--- config.mk ---
export PLATFORM = sky130hd
export DESIGN_NAME = byte_ring_fifo_with_runs_top
export DESIGN_NICKNAME = d
export VERILOG_FILES = /design/src/rtl/brf_pkg.sv /design/src/rtl/brf_mem.sv /design/src/rtl/brf_ctrl.sv /design/src/rtl/brf_oreg.sv /design/src/rtl/byte_ring_fifo_with_runs_top.sv
export SDC_FILE = /design/constraint.sdc
export NUM_CORES = 2
export LEC_CHECK = 0
export ABC_AREA = 1
export ABC_CLOCK_PERIOD_IN_PS = 4600
export BUFFER_PORTS_ARGS = -buffer_cell sky130_fd_sc_hd__buf_2
export CELL_PAD_IN_SITES_DETAIL_PLACEMENT = 1
export CELL_PAD_IN_SITES_GLOBAL_PLACEMENT = 2
export CORE_MARGIN = 2
export CORE_UTILIZATION = 40
export DETAILED_ROUTE_END_ITERATION = 16
export PLACE_DENSITY_LB_ADDON = 0.2
export SLEW_MARGIN = 20
export SYNTH_ARGS = -nofsm -noshare
export SYNTH_HDL_FRONTEND = slang
export SYNTH_SLANG_ARGS = --single-unit
--- constraint.sdc ---
create_clock -name clk -period 4.6 [get_ports clk]
set_input_delay 0.69 -clock clk [delete_from_list [all_inputs] [get_ports clk]]
set_output_delay 0.69 -clock clk [all_outputs]
set_load 0.01 [all_outputs]
--- src/rtl/brf_pkg.sv ---
// Shared constants, command codes and the result descriptor type
// for the byte ring FIFO. No dependencies.
`default_nettype none

package brf_pkg;

  localparam int DEPTH  = 256;
  localparam int ADDR_W = 8;
  localparam int CNT_W  = 9;
  localparam int BYTE_W = 8;
  localparam int LEN_W  = 7;
  localparam int CMD_W  = 3;

  localparam int IN_TDATA_W  = 16;
  localparam int OUT_TDATA_W = 32;

  localparam logic [LEN_W-1:0] MAX_RUN  = 7'd64;
  localparam logic [CNT_W-1:0] CAP_MAX  = 9'd256;

  localparam logic [CMD_W-1:0] CMD_PUSH     = 3'd0;
  localparam logic [CMD_W-1:0] CMD_POP      = 3'd1;
  localparam logic [CMD_W-1:0] CMD_PUSH_RUN = 3'd2;
  localparam logic [CMD_W-1:0] CMD_POP_RUN  = 3'd3;
  localparam logic [CMD_W-1:0] CMD_PEEK_RUN = 3'd4;
  localparam logic [CMD_W-1:0] CMD_DISCARD  = 3'd5;

  typedef struct packed {
    logic             ok;
    logic             last;
    logic [CNT_W-1:0] fill_cnt;
    logic [CNT_W-1:0] free_cnt;
    logic             empty;
    logic             full;
    logic             use_mem;
  } brf_rslt_t;

endpackage

`default_nettype wire

--- src/rtl/brf_mem.sv ---
// Byte store: 256 x 8 synchronous RAM, one write and one registered read port.
// Depends on brf_pkg.
`default_nettype none

module brf_mem (
  input  wire logic                       clk,
  input  wire logic                       we,
  input  wire logic [brf_pkg::ADDR_W-1:0] waddr,
  input  wire logic [brf_pkg::BYTE_W-1:0] wdata,
  input  wire logic                       re,
  input  wire logic [brf_pkg::ADDR_W-1:0] raddr,
  output logic      [brf_pkg::BYTE_W-1:0] rdata
);
  import brf_pkg::*;

  logic [BYTE_W-1:0] mem [DEPTH];
  logic [BYTE_W-1:0] rdata_r;

  always_ff @(posedge clk) begin
    if (we) begin
      mem[waddr] <= wdata;
    end
    if (re) begin
      rdata_r <= mem[raddr];
    end
  end

  assign rdata = rdata_r;

endmodule

`default_nettype wire

--- src/rtl/brf_ctrl.sv ---
// Command decode, ring pointers, fill count, push-run state and the
// pop/peek run sequencer. Depends on brf_pkg.
`default_nettype none

module brf_ctrl (
  input  wire logic                       clk,
  input  wire logic                       rst_n,
  input  wire logic                       cfg_wr_en,
  input  wire logic [brf_pkg::CNT_W-1:0]  cfg_wr_data,
  input  wire logic                       in_tvalid,
  output logic                            in_tready,
  input  wire logic [brf_pkg::CMD_W-1:0]  in_cmd,
  input  wire logic [brf_pkg::BYTE_W-1:0] in_data,
  input  wire logic [brf_pkg::LEN_W-1:0]  in_len,
  input  wire logic                       slot_free,
  output logic                            rslt_valid,
  output brf_pkg::brf_rslt_t              rslt,
  output logic                            mem_we,
  output logic      [brf_pkg::ADDR_W-1:0] mem_waddr,
  output logic      [brf_pkg::BYTE_W-1:0] mem_wdata,
  output logic                            mem_re,
  output logic      [brf_pkg::ADDR_W-1:0] mem_raddr
);
  import brf_pkg::*;

  localparam logic ST_IDLE = 1'b0;
  localparam logic ST_RUN  = 1'b1;

  logic              state_r,    state_nxt;
  logic [CNT_W-1:0]  cap_r,      cap_nxt;
  logic [ADDR_W-1:0] rd_ptr_r,   rd_ptr_nxt;
  logic [ADDR_W-1:0] wr_ptr_r,   wr_ptr_nxt;
  logic [CNT_W-1:0]  cnt_r,      cnt_nxt;
  logic [LEN_W-1:0]  run_left_r, run_left_nxt;
  logic              run_rej_r,  run_rej_nxt;
  logic [LEN_W-1:0]  seq_left_r, seq_left_nxt;
  logic [ADDR_W-1:0] seq_ptr_r,  seq_ptr_nxt;
  logic              seq_pop_r,  seq_pop_nxt;

  logic              acc;
  logic [CNT_W-1:0]  free_now;
  logic [CNT_W-1:0]  len_ext;
  logic              len_bad;
  logic [LEN_W-1:0]  eff_left;
  logic              eff_rej;
  logic [CNT_W-1:0]  rd_sum;

  function automatic logic [ADDR_W-1:0] ptr_inc(input logic [ADDR_W-1:0] p,
                                                input logic [CNT_W-1:0]  cap);
    logic [CNT_W-1:0] n;
    n = {1'b0, p} + 9'd1;
    return (n >= cap) ? '0 : n[ADDR_W-1:0];
  endfunction

  function automatic logic [CNT_W-1:0] cap_sat(input logic [CNT_W-1:0] v);
    logic [CNT_W-1:0] c;
    c = v;
    if (v == '0) begin
      c = 9'd1;
    end else if (v > CAP_MAX) begin
      c = CAP_MAX;
    end
    return c;
  endfunction

  assign in_tready = (state_r == ST_IDLE) && slot_free;
  assign acc       = in_tvalid && in_tready;
  assign free_now  = cap_r - cnt_r;
  assign len_ext   = {2'b00, in_len};
  assign len_bad   = (in_len > MAX_RUN) || (cnt_r < len_ext);
  assign eff_left  = (run_left_r == '0) ? in_len : run_left_r;
  assign eff_rej   = (run_left_r == '0) ? ((in_len > MAX_RUN) || (free_now < len_ext))
                                        : run_rej_r;
  assign rd_sum    = ({1'b0, rd_ptr_r} + len_ext >= cap_r)
                   ? ({1'b0, rd_ptr_r} + len_ext - cap_r)
                   : ({1'b0, rd_ptr_r} + len_ext);

  always_comb begin
    state_nxt    = state_r;
    cap_nxt      = cap_r;
    rd_ptr_nxt   = rd_ptr_r;
    wr_ptr_nxt   = wr_ptr_r;
    cnt_nxt      = cnt_r;
    run_left_nxt = run_left_r;
    run_rej_nxt  = run_rej_r;
    seq_left_nxt = seq_left_r;
    seq_ptr_nxt  = seq_ptr_r;
    seq_pop_nxt  = seq_pop_r;
    rslt_valid   = 1'b0;
    rslt.ok      = 1'b0;
    rslt.last    = 1'b1;
    rslt.use_mem = 1'b0;
    mem_we       = 1'b0;
    mem_waddr    = wr_ptr_r;
    mem_wdata    = in_data;
    mem_re       = 1'b0;
    mem_raddr    = rd_ptr_r;

    // Run sequencer: one memory read and one result per byte.
    if ((state_r == ST_RUN) && slot_free) begin
      mem_re       = 1'b1;
      mem_raddr    = seq_ptr_r;
      rslt_valid   = 1'b1;
      rslt.ok      = 1'b1;
      rslt.use_mem = 1'b1;
      rslt.last    = (seq_left_r == 7'd1);
      seq_ptr_nxt  = ptr_inc(seq_ptr_r, cap_r);
      seq_left_nxt = seq_left_r - 7'd1;
      if (seq_pop_r) begin
        rd_ptr_nxt = ptr_inc(rd_ptr_r, cap_r);
        cnt_nxt    = cnt_r - 9'd1;
      end
      if (seq_left_r == 7'd1) begin
        state_nxt = ST_IDLE;
      end
    end

    if (acc) begin
      rslt_valid = 1'b1;
      // Any other command closes an open push run.
      if (in_cmd != CMD_PUSH_RUN) begin
        run_left_nxt = '0;
        run_rej_nxt  = 1'b0;
      end
      unique case (in_cmd)
        CMD_PUSH: begin
          if (cnt_r != cap_r) begin
            mem_we     = 1'b1;
            wr_ptr_nxt = ptr_inc(wr_ptr_r, cap_r);
            cnt_nxt    = cnt_r + 9'd1;
            rslt.ok    = 1'b1;
          end
        end
        CMD_POP: begin
          if (cnt_r != '0) begin
            mem_re       = 1'b1;
            rslt.use_mem = 1'b1;
            rd_ptr_nxt   = ptr_inc(rd_ptr_r, cap_r);
            cnt_nxt      = cnt_r - 9'd1;
            rslt.ok      = 1'b1;
          end
        end
        CMD_PUSH_RUN: begin
          if ((run_left_r == '0) && (in_len == '0)) begin
            rslt.ok = 1'b1;
          end else begin
            rslt.ok = !eff_rej;
            if (!eff_rej) begin
              mem_we     = 1'b1;
              wr_ptr_nxt = ptr_inc(wr_ptr_r, cap_r);
              cnt_nxt    = cnt_r + 9'd1;
            end
            run_left_nxt = eff_left - 7'd1;
            run_rej_nxt  = (eff_left == 7'd1) ? 1'b0 : eff_rej;
          end
        end
        CMD_POP_RUN, CMD_PEEK_RUN: begin
          if (in_len == '0) begin
            rslt.ok = 1'b1;
          end else if (!len_bad) begin
            // Hand over to the sequencer; it emits every byte.
            rslt_valid   = 1'b0;
            state_nxt    = ST_RUN;
            seq_left_nxt = in_len;
            seq_ptr_nxt  = rd_ptr_r;
            seq_pop_nxt  = (in_cmd == CMD_POP_RUN);
          end
        end
        CMD_DISCARD: begin
          if (in_len == '0) begin
            rslt.ok = 1'b1;
          end else if (!len_bad) begin
            rd_ptr_nxt = rd_sum[ADDR_W-1:0];
            cnt_nxt    = cnt_r - len_ext;
            rslt.ok    = 1'b1;
          end
        end
        default: begin
          rslt.ok = 1'b0;
        end
      endcase
    end

    if (cfg_wr_en) begin
      cap_nxt      = cap_sat(cfg_wr_data);
      rd_ptr_nxt   = '0;
      wr_ptr_nxt   = '0;
      cnt_nxt      = '0;
      run_left_nxt = '0;
      run_rej_nxt  = 1'b0;
    end

    rslt.fill_cnt = cnt_nxt;
    rslt.free_cnt = cap_r - cnt_nxt;
    rslt.empty    = (cnt_nxt == '0);
    rslt.full     = (cnt_nxt == cap_r);
  end

  always_ff @(posedge clk) begin
    if (!rst_n) begin
      state_r    <= ST_IDLE;
      cap_r      <= CAP_MAX;
      rd_ptr_r   <= '0;
      wr_ptr_r   <= '0;
      cnt_r      <= '0;
      run_left_r <= '0;
      run_rej_r  <= 1'b0;
      seq_left_r <= '0;
      seq_ptr_r  <= '0;
      seq_pop_r  <= 1'b0;
    end else begin
      state_r    <= state_nxt;
      cap_r      <= cap_nxt;
      rd_ptr_r   <= rd_ptr_nxt;
      wr_ptr_r   <= wr_ptr_nxt;
      cnt_r      <= cnt_nxt;
      run_left_r <= run_left_nxt;
      run_rej_r  <= run_rej_nxt;
      seq_left_r <= seq_left_nxt;
      seq_ptr_r  <= seq_ptr_nxt;
      seq_pop_r  <= seq_pop_nxt;
    end
  end

endmodule

`default_nettype wire

--- src/rtl/brf_oreg.sv ---
// Result path: a descriptor stage that waits for the RAM read data, then the
// output register. Depends on brf_pkg.
`default_nettype none

module brf_oreg (
  input  wire logic                            clk,
  input  wire logic                            rst_n,
  input  wire logic                            rslt_valid,
  input  wire brf_pkg::brf_rslt_t              rslt,
  input  wire logic [brf_pkg::BYTE_W-1:0]      mem_rdata,
  output logic                                 slot_free,
  output logic                                 out_tvalid,
  input  wire logic                            out_tready,
  output logic      [brf_pkg::OUT_TDATA_W-1:0] out_tdata,
  output logic                                 out_tlast
);
  import brf_pkg::*;

  logic                   s1_v_r,  s1_v_nxt;
  brf_rslt_t              s1_r;
  logic                   out_v_r, out_v_nxt;
  logic [OUT_TDATA_W-1:0] out_data_r;
  logic                   out_last_r;
  logic                   out_free;
  logic                   s1_adv;
  logic [BYTE_W-1:0]      rbyte;

  assign out_free  = !out_v_r || out_tready;
  assign s1_adv    = s1_v_r && out_free;
  assign slot_free = !s1_v_r || s1_adv;
  assign rbyte     = s1_r.use_mem ? mem_rdata : '0;

  always_comb begin
    s1_v_nxt  = slot_free ? rslt_valid : 1'b1;
    out_v_nxt = s1_adv || (out_v_r && !out_tready);
  end

  always_ff @(posedge clk) begin
    if (!rst_n) begin
      s1_v_r  <= 1'b0;
      out_v_r <= 1'b0;
    end else begin
      s1_v_r  <= s1_v_nxt;
      out_v_r <= out_v_nxt;
    end
  end

  always_ff @(posedge clk) begin
    if (slot_free && rslt_valid) begin
      s1_r <= rslt;
    end
    if (s1_adv) begin
      out_data_r <= {3'b000, s1_r.full, s1_r.empty, s1_r.free_cnt, s1_r.fill_cnt,
                     s1_r.ok, rbyte};
      out_last_r <= s1_r.last;
    end
  end

  assign out_tvalid = out_v_r;
  assign out_tdata  = out_data_r;
  assign out_tlast  = out_last_r;

endmodule

`default_nettype wire

--- src/rtl/byte_ring_fifo_with_runs_top.sv ---
// Top level of the byte ring FIFO with run commands.
// Depends on brf_pkg, brf_mem, brf_ctrl and brf_oreg.
//
//   channel | direction | handshake            | payload
//   --------+-----------+----------------------+------------------------------------
//   in_     | slave     | in_tvalid/in_tready  | tuser: command; tdata: data, length
//   out_    | master    | out_tvalid/out_tready| tdata: result fields; tlast: last
//   cfg_    | write     | cfg_wr_en            | cfg_wr_data: capacity_in_use
//
// Single push, pop, push-run byte, discard and failing commands are accepted
// back to back while the descriptor stage has room; a result passes through the
// descriptor stage and the output register. A successful pop or peek run of N
// bytes holds the input while the single RAM read port is read once per byte.
// Reset is synchronous and clears pointers, counts and run state; the RAM is
// not cleared, since only bytes written since reset are ever read.
// With out_tready low the output register and the descriptor stage hold, and
// the input stalls once the descriptor stage is full.
`default_nettype none

module byte_ring_fifo_with_runs_top (
  input  wire logic                                clk,
  input  wire logic                                rst_n,
  input  wire logic                                cfg_wr_en,
  input  wire logic [brf_pkg::CNT_W-1:0]           cfg_wr_data,  // capacity_in_use
  input  wire logic                                in_tvalid,
  output logic                                     in_tready,
  // [7:0] data, [14:8] length, [15] zero
  input  wire logic [brf_pkg::IN_TDATA_W-1:0]      in_tdata,
  // [2:0] command
  input  wire logic [brf_pkg::CMD_W-1:0]           in_tuser,
  output logic                                     out_tvalid,
  input  wire logic                                out_tready,
  // [7:0] read_byte, [8] ok, [17:9] fill_count, [26:18] free_count,
  // [27] is_empty, [28] is_full, [31:29] zero
  output logic      [brf_pkg::OUT_TDATA_W-1:0]     out_tdata,
  output logic                                     out_tlast
);
  import brf_pkg::*;

  logic              slot_free;
  logic              rslt_valid;
  brf_rslt_t         rslt;
  logic              mem_we;
  logic [ADDR_W-1:0] mem_waddr;
  logic [BYTE_W-1:0] mem_wdata;
  logic              mem_re;
  logic [ADDR_W-1:0] mem_raddr;
  logic [BYTE_W-1:0] mem_rdata;

  // Decode commands and advance the ring state.
  brf_ctrl u_ctrl (
    .clk         (clk),
    .rst_n       (rst_n),
    .cfg_wr_en   (cfg_wr_en),
    .cfg_wr_data (cfg_wr_data),
    .in_tvalid   (in_tvalid),
    .in_tready   (in_tready),
    .in_cmd      (in_tuser),
    .in_data     (in_tdata[BYTE_W-1:0]),
    .in_len      (in_tdata[BYTE_W+LEN_W-1:BYTE_W]),
    .slot_free   (slot_free),
    .rslt_valid  (rslt_valid),
    .rslt        (rslt),
    .mem_we      (mem_we),
    .mem_waddr   (mem_waddr),
    .mem_wdata   (mem_wdata),
    .mem_re      (mem_re),
    .mem_raddr   (mem_raddr)
  );

  // Hold the stored bytes.
  brf_mem u_mem (
    .clk   (clk),
    .we    (mem_we),
    .waddr (mem_waddr),
    .wdata (mem_wdata),
    .re    (mem_re),
    .raddr (mem_raddr),
    .rdata (mem_rdata)
  );

  // Merge read data into the result and drive the output transaction.
  brf_oreg u_oreg (
    .clk        (clk),
    .rst_n      (rst_n),
    .rslt_valid (rslt_valid),
    .rslt       (rslt),
    .mem_rdata  (mem_rdata),
    .slot_free  (slot_free),
    .out_tvalid (out_tvalid),
    .out_tready (out_tready),
    .out_tdata  (out_tdata),
    .out_tlast  (out_tlast)
  );

endmodule

`default_nettype wire

Word-level counts from Yosys, hierarchy flattened
Memories as Yosys holds them, arrays and structs flattened. A register that Yosys moved wholly into a read port is not among the register bits.
Index checks and enable logic that the tools add are counted.
{"block": "classes", "magnitude_cmp": 8, "reduce_logical": 27, "n_bitwise": 4, "muxes": 79, "n_addsub": 12, "eq_ne": 13}
{"cell": "$mux W8", "n": 19}
{"cell": "$mux W9", "n": 12}
{"cell": "$mux W7", "n": 9}
{"cell": "$ge A9 B9 Y1", "n": 4}
{"cell": "$pmux W9 S4", "n": 1}
{"cell": "$mux W1", "n": 33}
{"cell": "$pmux W8 S2", "n": 2}
{"cell": "$add A8 B1 Y9 const B", "n": 3}
{"cell": "$logic_not A9 Y1", "n": 2}
{"cell": "$lt A9 B7 Y1", "n": 2}
{"cell": "$sub A9 B9 Y9", "n": 2}
{"cell": "$eq A7 B1 Y1 const B", "n": 2}
{"cell": "$logic_not A7 Y1", "n": 2}
{"cell": "$sub A7 B1 Y7 const B", "n": 2}
{"cell": "$add A8 B7 Y9", "n": 1}
{"cell": "$add A9 B1 Y9 const B", "n": 1}
{"cell": "$eq A9 B9 Y1", "n": 1}
{"cell": "$gt A9 B9 Y1 const B", "n": 1}
{"cell": "$ne A9 B9 Y1", "n": 1}
{"cell": "$reduce_bool A9 Y1", "n": 1}
{"cell": "$sub A9 B1 Y9 const B", "n": 1}
{"cell": "$sub A9 B7 Y9", "n": 1}
{"cell": "$sub A8 B8 Y8", "n": 1}
{"cell": "$gt A7 B7 Y1 const B", "n": 1}
{"cell": "18 further kinds", "n": 38}
{"block": "totals", "word_cells": 166, "out_inout_bits": 35, "mem_count": 1, "ram_bits": 2048, "in_bits": 33, "ff_bits": 114}
{"name": "u_mem.mem", "depth": 256, "width": 8, "read_ports": 1, "rd_ports_with_merged_regs": 1, "wr": 1, "line_no": "brf_mem.sv:16", "rtl": "logic [BYTE_W-1:0] mem [DEPTH];"}

Logic depth before layout (Yosys ltp)
{"block": "logic_depth", "word_depth": 12, "mapped_depth": 37, "ltp_nobuf": 36}

By module
Synthesis repeated with hierarchy kept, for this count alone.
{"block": "unflattened", "cells_unflattened": 8212, "hier_area_um2": 92520.0}
{"mod": "brf_mem", "area_per_inst_um2": 83476.3, "seq_area_each_um2": 61739.2, "cells_each": 7003, "n_inst": 1}
{"mod": "brf_ctrl", "area_per_inst_um2": 7274.5, "seq_area_each_um2": 1181.1, "cells_each": 1122, "n_inst": 1}
{"mod": "brf_oreg", "area_per_inst_um2": 1769.2, "seq_area_each_um2": 1631.6, "cells_each": 87, "n_inst": 1}

Worst setup path before layout
Ideal clock, no wire load.
{"block": "synth_path", "path_type": "reg-to-reg", "from": "reg u_ctrl.cap_r[0]", "to": "reg u_oreg.s1_r[11] (netlist name) (data pin)", "setup_time_ns": 0.253, "stages_incl_launch_ff": 31, "t_required_ns": 4.347, "synth_period_minus_slack_ns": 4.302, "slack_ns": 0.298, "path_buffers": 0, "arrival_time_ns": 4.049, "cell_sequence": "dfxtp_1 -> inv_1 -> ha_1 -> fa_1 -> inv_1 -> nand3_1 -> nand2_1 -> a31oi_1 -> xnor2_1 -> ha_1 -> nand2_1 -> inv_1 -> nand2_1 -> nand2_1 -> nor2_1 -> nand2_1 -> nand2_1 -> nand2_2 -> nand2_1 -> nand2_1 -> nand3_1 -> nand3b_1 -> nand2_1 -> inv_1 -> ha_1 -> inv_1 -> fa_1 -> a221o_1 -> a221oi_1 -> nand3b_1 -> nand2_1"}
{"element": "from (decl)", "line_no": "brf_ctrl.sv:30", "rtl": "logic [CNT_W-1:0] cap_r, cap_nxt;"}
{"element": "from (signal assigned)", "line_no": "brf_ctrl.sv:213", "rtl": "cap_r <= cap_nxt;"}
{"element": "to (signal assigned)", "line_no": "brf_oreg.sv:50", "rtl": "s1_r <= rslt;"}
{"element": "to (decl)", "line_no": "brf_oreg.sv:20", "rtl": "brf_rslt_t s1_r;"}

==> flow_metrics.py <==
metrics = {
    "status": {
        "status": "completed",
    },
    "cts": {
        "cts-root-buf": "clkbuf_16",
        "clock-sinks": 2170,
        "clockBufferDepth": 3,
        "htreeDepth": 4,
        "clkSlewWorstSetupHoldPaths_ps": 60,
        "cts_tree": "yes",
        "cts_hold_buf": 0,
        "clk_latency_ps": 890,
        "numCtsBuffers": 226,
    },
    "critical_path": {
        "cp-start-kind": "flip-flop",
        "crit_arrival_ps": 5040,
        "max_stage_delay_ps": 470,
        "worst_setup_path_end_kind": "flip-flop",
        "crit_type": "reg2reg",
        "crit_slowest_cell": "dfxtp_1",
        "crit_top_cell": "nand2_1",
        "required_ps": 5220,
        "r2r-end": "u_oreg.s1_r[11]",
        "crit_fanout": 5,
        "endpoint": "u_oreg.s1_r[11]",
        "reg2reg_depth": 28,
        "startpoint": "u_ctrl.cap_r[3]",
        "rr_startpoint": "u_ctrl.cap_r[3]",
        "reg2reg_slack_ps": 180,
    },
    "flow_run": {
        "cap_viol_max_count": 0,
    },
    "synth": {
        "ys_types": 52,
        "seq_area_frac_synth_pct": 69.8,
        "synth.most_common_cell": "edfxtp_1",
        "yosysWarnings": 0,
        "synth_area_sq_mm": 0.0925,
        "syn-instance-count": 8069,
        "ys_ff_latch": 2170,
        "synth_flop_cell": "edfxtp_1",
        "synth_top_area_share_pct": 68.5,
        "async_flop_share_pct": 0,
        "synth_common_cells": "2,109 x edfxtp_1, 1,287 x nand3_1, 986 x nand2_1, 923 x o21ai_0, 673 x inv_1",
        "syn-mean-instance-area_sq_um": 11.5,
        "synth_edf_count": 2109,
        "yosysTopAreaCell": "edfxtp_1",
        "synthTopCellsByArea": "edfxtp_1 68%, nand3_1 7.0%, o21ai_0 5.0%, nand2_1 4.0%, inv_1 2.7%",
    },
    "power_and_ir_drop": {
        "seq_power_share_pct": 47.0,
        "p_leak_uw": 0.0392,
        "internal-power_uw": 33800,
        "p_comb_share_pct": 14.5,
        "p_switching_uw": 12800,
        "p_clk_share_pct": 38.5,
        "p_total_uw": 46600,
        "p_per_area_mw_per_mm2": 438,
        "netSwitchingFraction_pct": 27.4,
        "vdd_drop_max_mv": 0.426,
    },
    "global_routing": {
        "grt_busiest_layer": "met2",
        "use_met2_pct": 41.7,
        "met1_usage_pct": 35.9,
        "grt_usage_pct": 25.4,
        "grt_overflow_total": 0,
        "use_met3_pct": 3.45,
        "grt_pass1_vias": 66000,
        "antenna_found_initial": 9,
        "grt_pass1_wl_um": 445000,
        "grt_max_degree": 124,
    },
    "routing": {
        "drt_iter0_drc": 5730,
        "wl_per_cell_um": 26.3,
        "ant_nets": 0,
        "via_per_inst": 5.56,
        "drc": 0,
        "firstDrtPassIters": 5,
        "routed_wl_um": 303000,
        "vias": 63900,
    },
    "finish": {
        "nFillCells": 24300,
        "nets": 8405,
        "area_growth_pct": 15.1,
        "layoutNonFillerInstCount": 11500,
        "drive_above_1_share_pct": 10.7,
    },
    "floorplan": {
        "dieWidth_um": 485,
        "core_sq_mm": 0.230,
        "dieArea_sq_mm": 0.235,
        "ios": 68,
        "initial_core_util_pct": 40.2,
        "row_count": 176,
        "die_y_um": 485,
    },
    "timing": {
        "hold_viol": 0,
        "whs_ps": 94.3,
        "fin_crit_ps": 4420,
        "setup_viol": 0,
        "slew_viol_final": 0,
        "fmax_ghz": 0.226,
        "tightest_slew_ps": 1130,
        "grt_setup_unrepaired": "yes",
        "slew_headroom_pct": 24.5,
        "min_period_over_period_pct": 96.0,
        "skew_ps": 45.5,
    },
    "placed_design": {
        "gp_congestion": 0.864,
        "dp_hpwl_um": 188000,
        "io_buffers": 63,
        "dp.cells": 11100,
    },
    "hold_path": {
        "min-delay-path-class": "in2reg",
    },
}
-- stage by stage --
step / area (sq um) / setup slack (ps) / setup TNS [ps] / utilization [%]
2_1_floorplan: 92500 / 298 / 0 / -
3_3_place_gp: 99000 / -283 / -4880 / 43.1
3_5_place_dp: 99000 / -153 / -405 / 43.1
4_1_cts: 106000 / 14.1 / 0 / 46.2
5_1_grt: 106000 / -92.1 / -238 / 46.3
6_report: 106000 / 182 / 0 / 46.3
-- worst max-delay path: cells and delay by family (launching register included) --
kind / cells / cell delay, ps
AO/OA/AOI/OAI: 3 / 830
XOR/XNOR: 1 / 160
adder cells (fa/ha/maj): 4 / 1120
buffers and inverters: 2 / 130
flip-flops: 1 / 470
AND/OR/NAND/NOR: 18 / 1430
-- power groups by stage --
stage	sequential (uW)	combinational, uW	clock [uW]
2_1_floorplan	22300	3670	0
3_3_place_gp	22300	6640	0
3_5_place_dp	22300	6720	0
4_1_cts	21900	6770	18300
5_1_grt	21900	7390	18900
6_report	21900	6770	17900
-- sequential cells by signal (all words and copies together) (netlist names) --
name               cells
u_ctrl.seq_pop_r       1
u_ctrl.seq_ptr_r       8
u_ctrl.cnt_r           9
u_mem.mem           2048
u_oreg.out_tdata      29
u_ctrl.rd_ptr_r        8
u_ctrl.run_rej_r       1
u_ctrl.run_left_r      7
u_oreg.out_tlast       1
u_oreg.s1_r           23
u_ctrl.seq_left_r      7
u_mem.rdata            8
u_oreg.out_tvalid      1
u_ctrl.mem_waddr       8
u_ctrl.state_r         1
u_ctrl.cap_r           9
u_oreg.s1_v_r          1
-- repair_timing --
action,in CTS,in global routing
gates resized for setup,8,67
pin swaps,4,20
setup endpoints to repair,68,1467
setup buffers,2,5
-- logic make-up after synthesis --
group           Yosys count  share of synthesized area (%)
simple gates           3006                           14.1
flops                  2170                           69.8
compound gates         1558                           9.03
buf+inv                1184                           5.22
fa+ha+maj                89                           1.25
xor+xnor                 61                          0.578
other cells               1                        0.00406
-- layer usage --
metal | vias to the layer above | wire (um) | part of all wire, %
li1 | 29100 | - | -
met1 | 32900 | 136000 | 45
met2 | 1613 | 144000 | 48
met3 | 362 | 15900 | 5.3
met4 | 0 | 6750 | 2.2
met5 | - | 0 | 0
-- worst min-delay path by stage --
| stage | start | cells after the start | slack (ps) | to |
|---|---|---|---|---|
| floorplan | u_oreg.s1_r[13] | 0 | 400 | u_oreg.out_tdata[10] |
| global placement | u_oreg.s1_r[18] | 0 | 410 | u_oreg.out_tdata[15] |
| detailed placement | u_oreg.s1_r[10] | 0 | 410 | u_oreg.out_tdata[25] |
| CTS | out_tready | 4 | 20 | u_oreg.out_tvalid |
| global route | cfg_wr_data[2] | 3 | 70 | u_ctrl.cap_r[2] |
| finish | out_tready | 4 | 90 | u_oreg.out_tvalid |
-- layout make-up --
class	count	area (sq um)	share of cell area, %
antenna	3	7.51	0.00705
multi-input combinational	4717	23400	22.0
sequential	2170	64600	60.7
inverter	686	2610	2.45
clock inverter	139	1250	1.17
timing repair buffer	482	4880	4.59
tap	3026	3790	3.56
clock buffer	278	5890	5.54
-- layout by cell type, fill, tap and decap left out, types with 15 or more instances in the layout --
cell / instances
bufinv_16: 18
a21oi_1: 306
edfxtp_1: 2109
clkinv_1: 62
buf_12: 107
nor2_1: 630
clkinv_2: 46
inv_1: 666
nand2_2: 18
clkbuf_1: 50
nand4_1: 25
nand3_1: 1278
o21bai_1: 118
dfxtp_1: 57
clkbuf_16: 228
buf_2: 55
nor3_1: 15
o211ai_1: 51
nor2_2: 46
o21ai_1: 98
buf_4: 311
ha_1: 78
xor2_1: 51
o21ai_0: 922
nand2_1: 971
(Power assumes the default switching activity.)
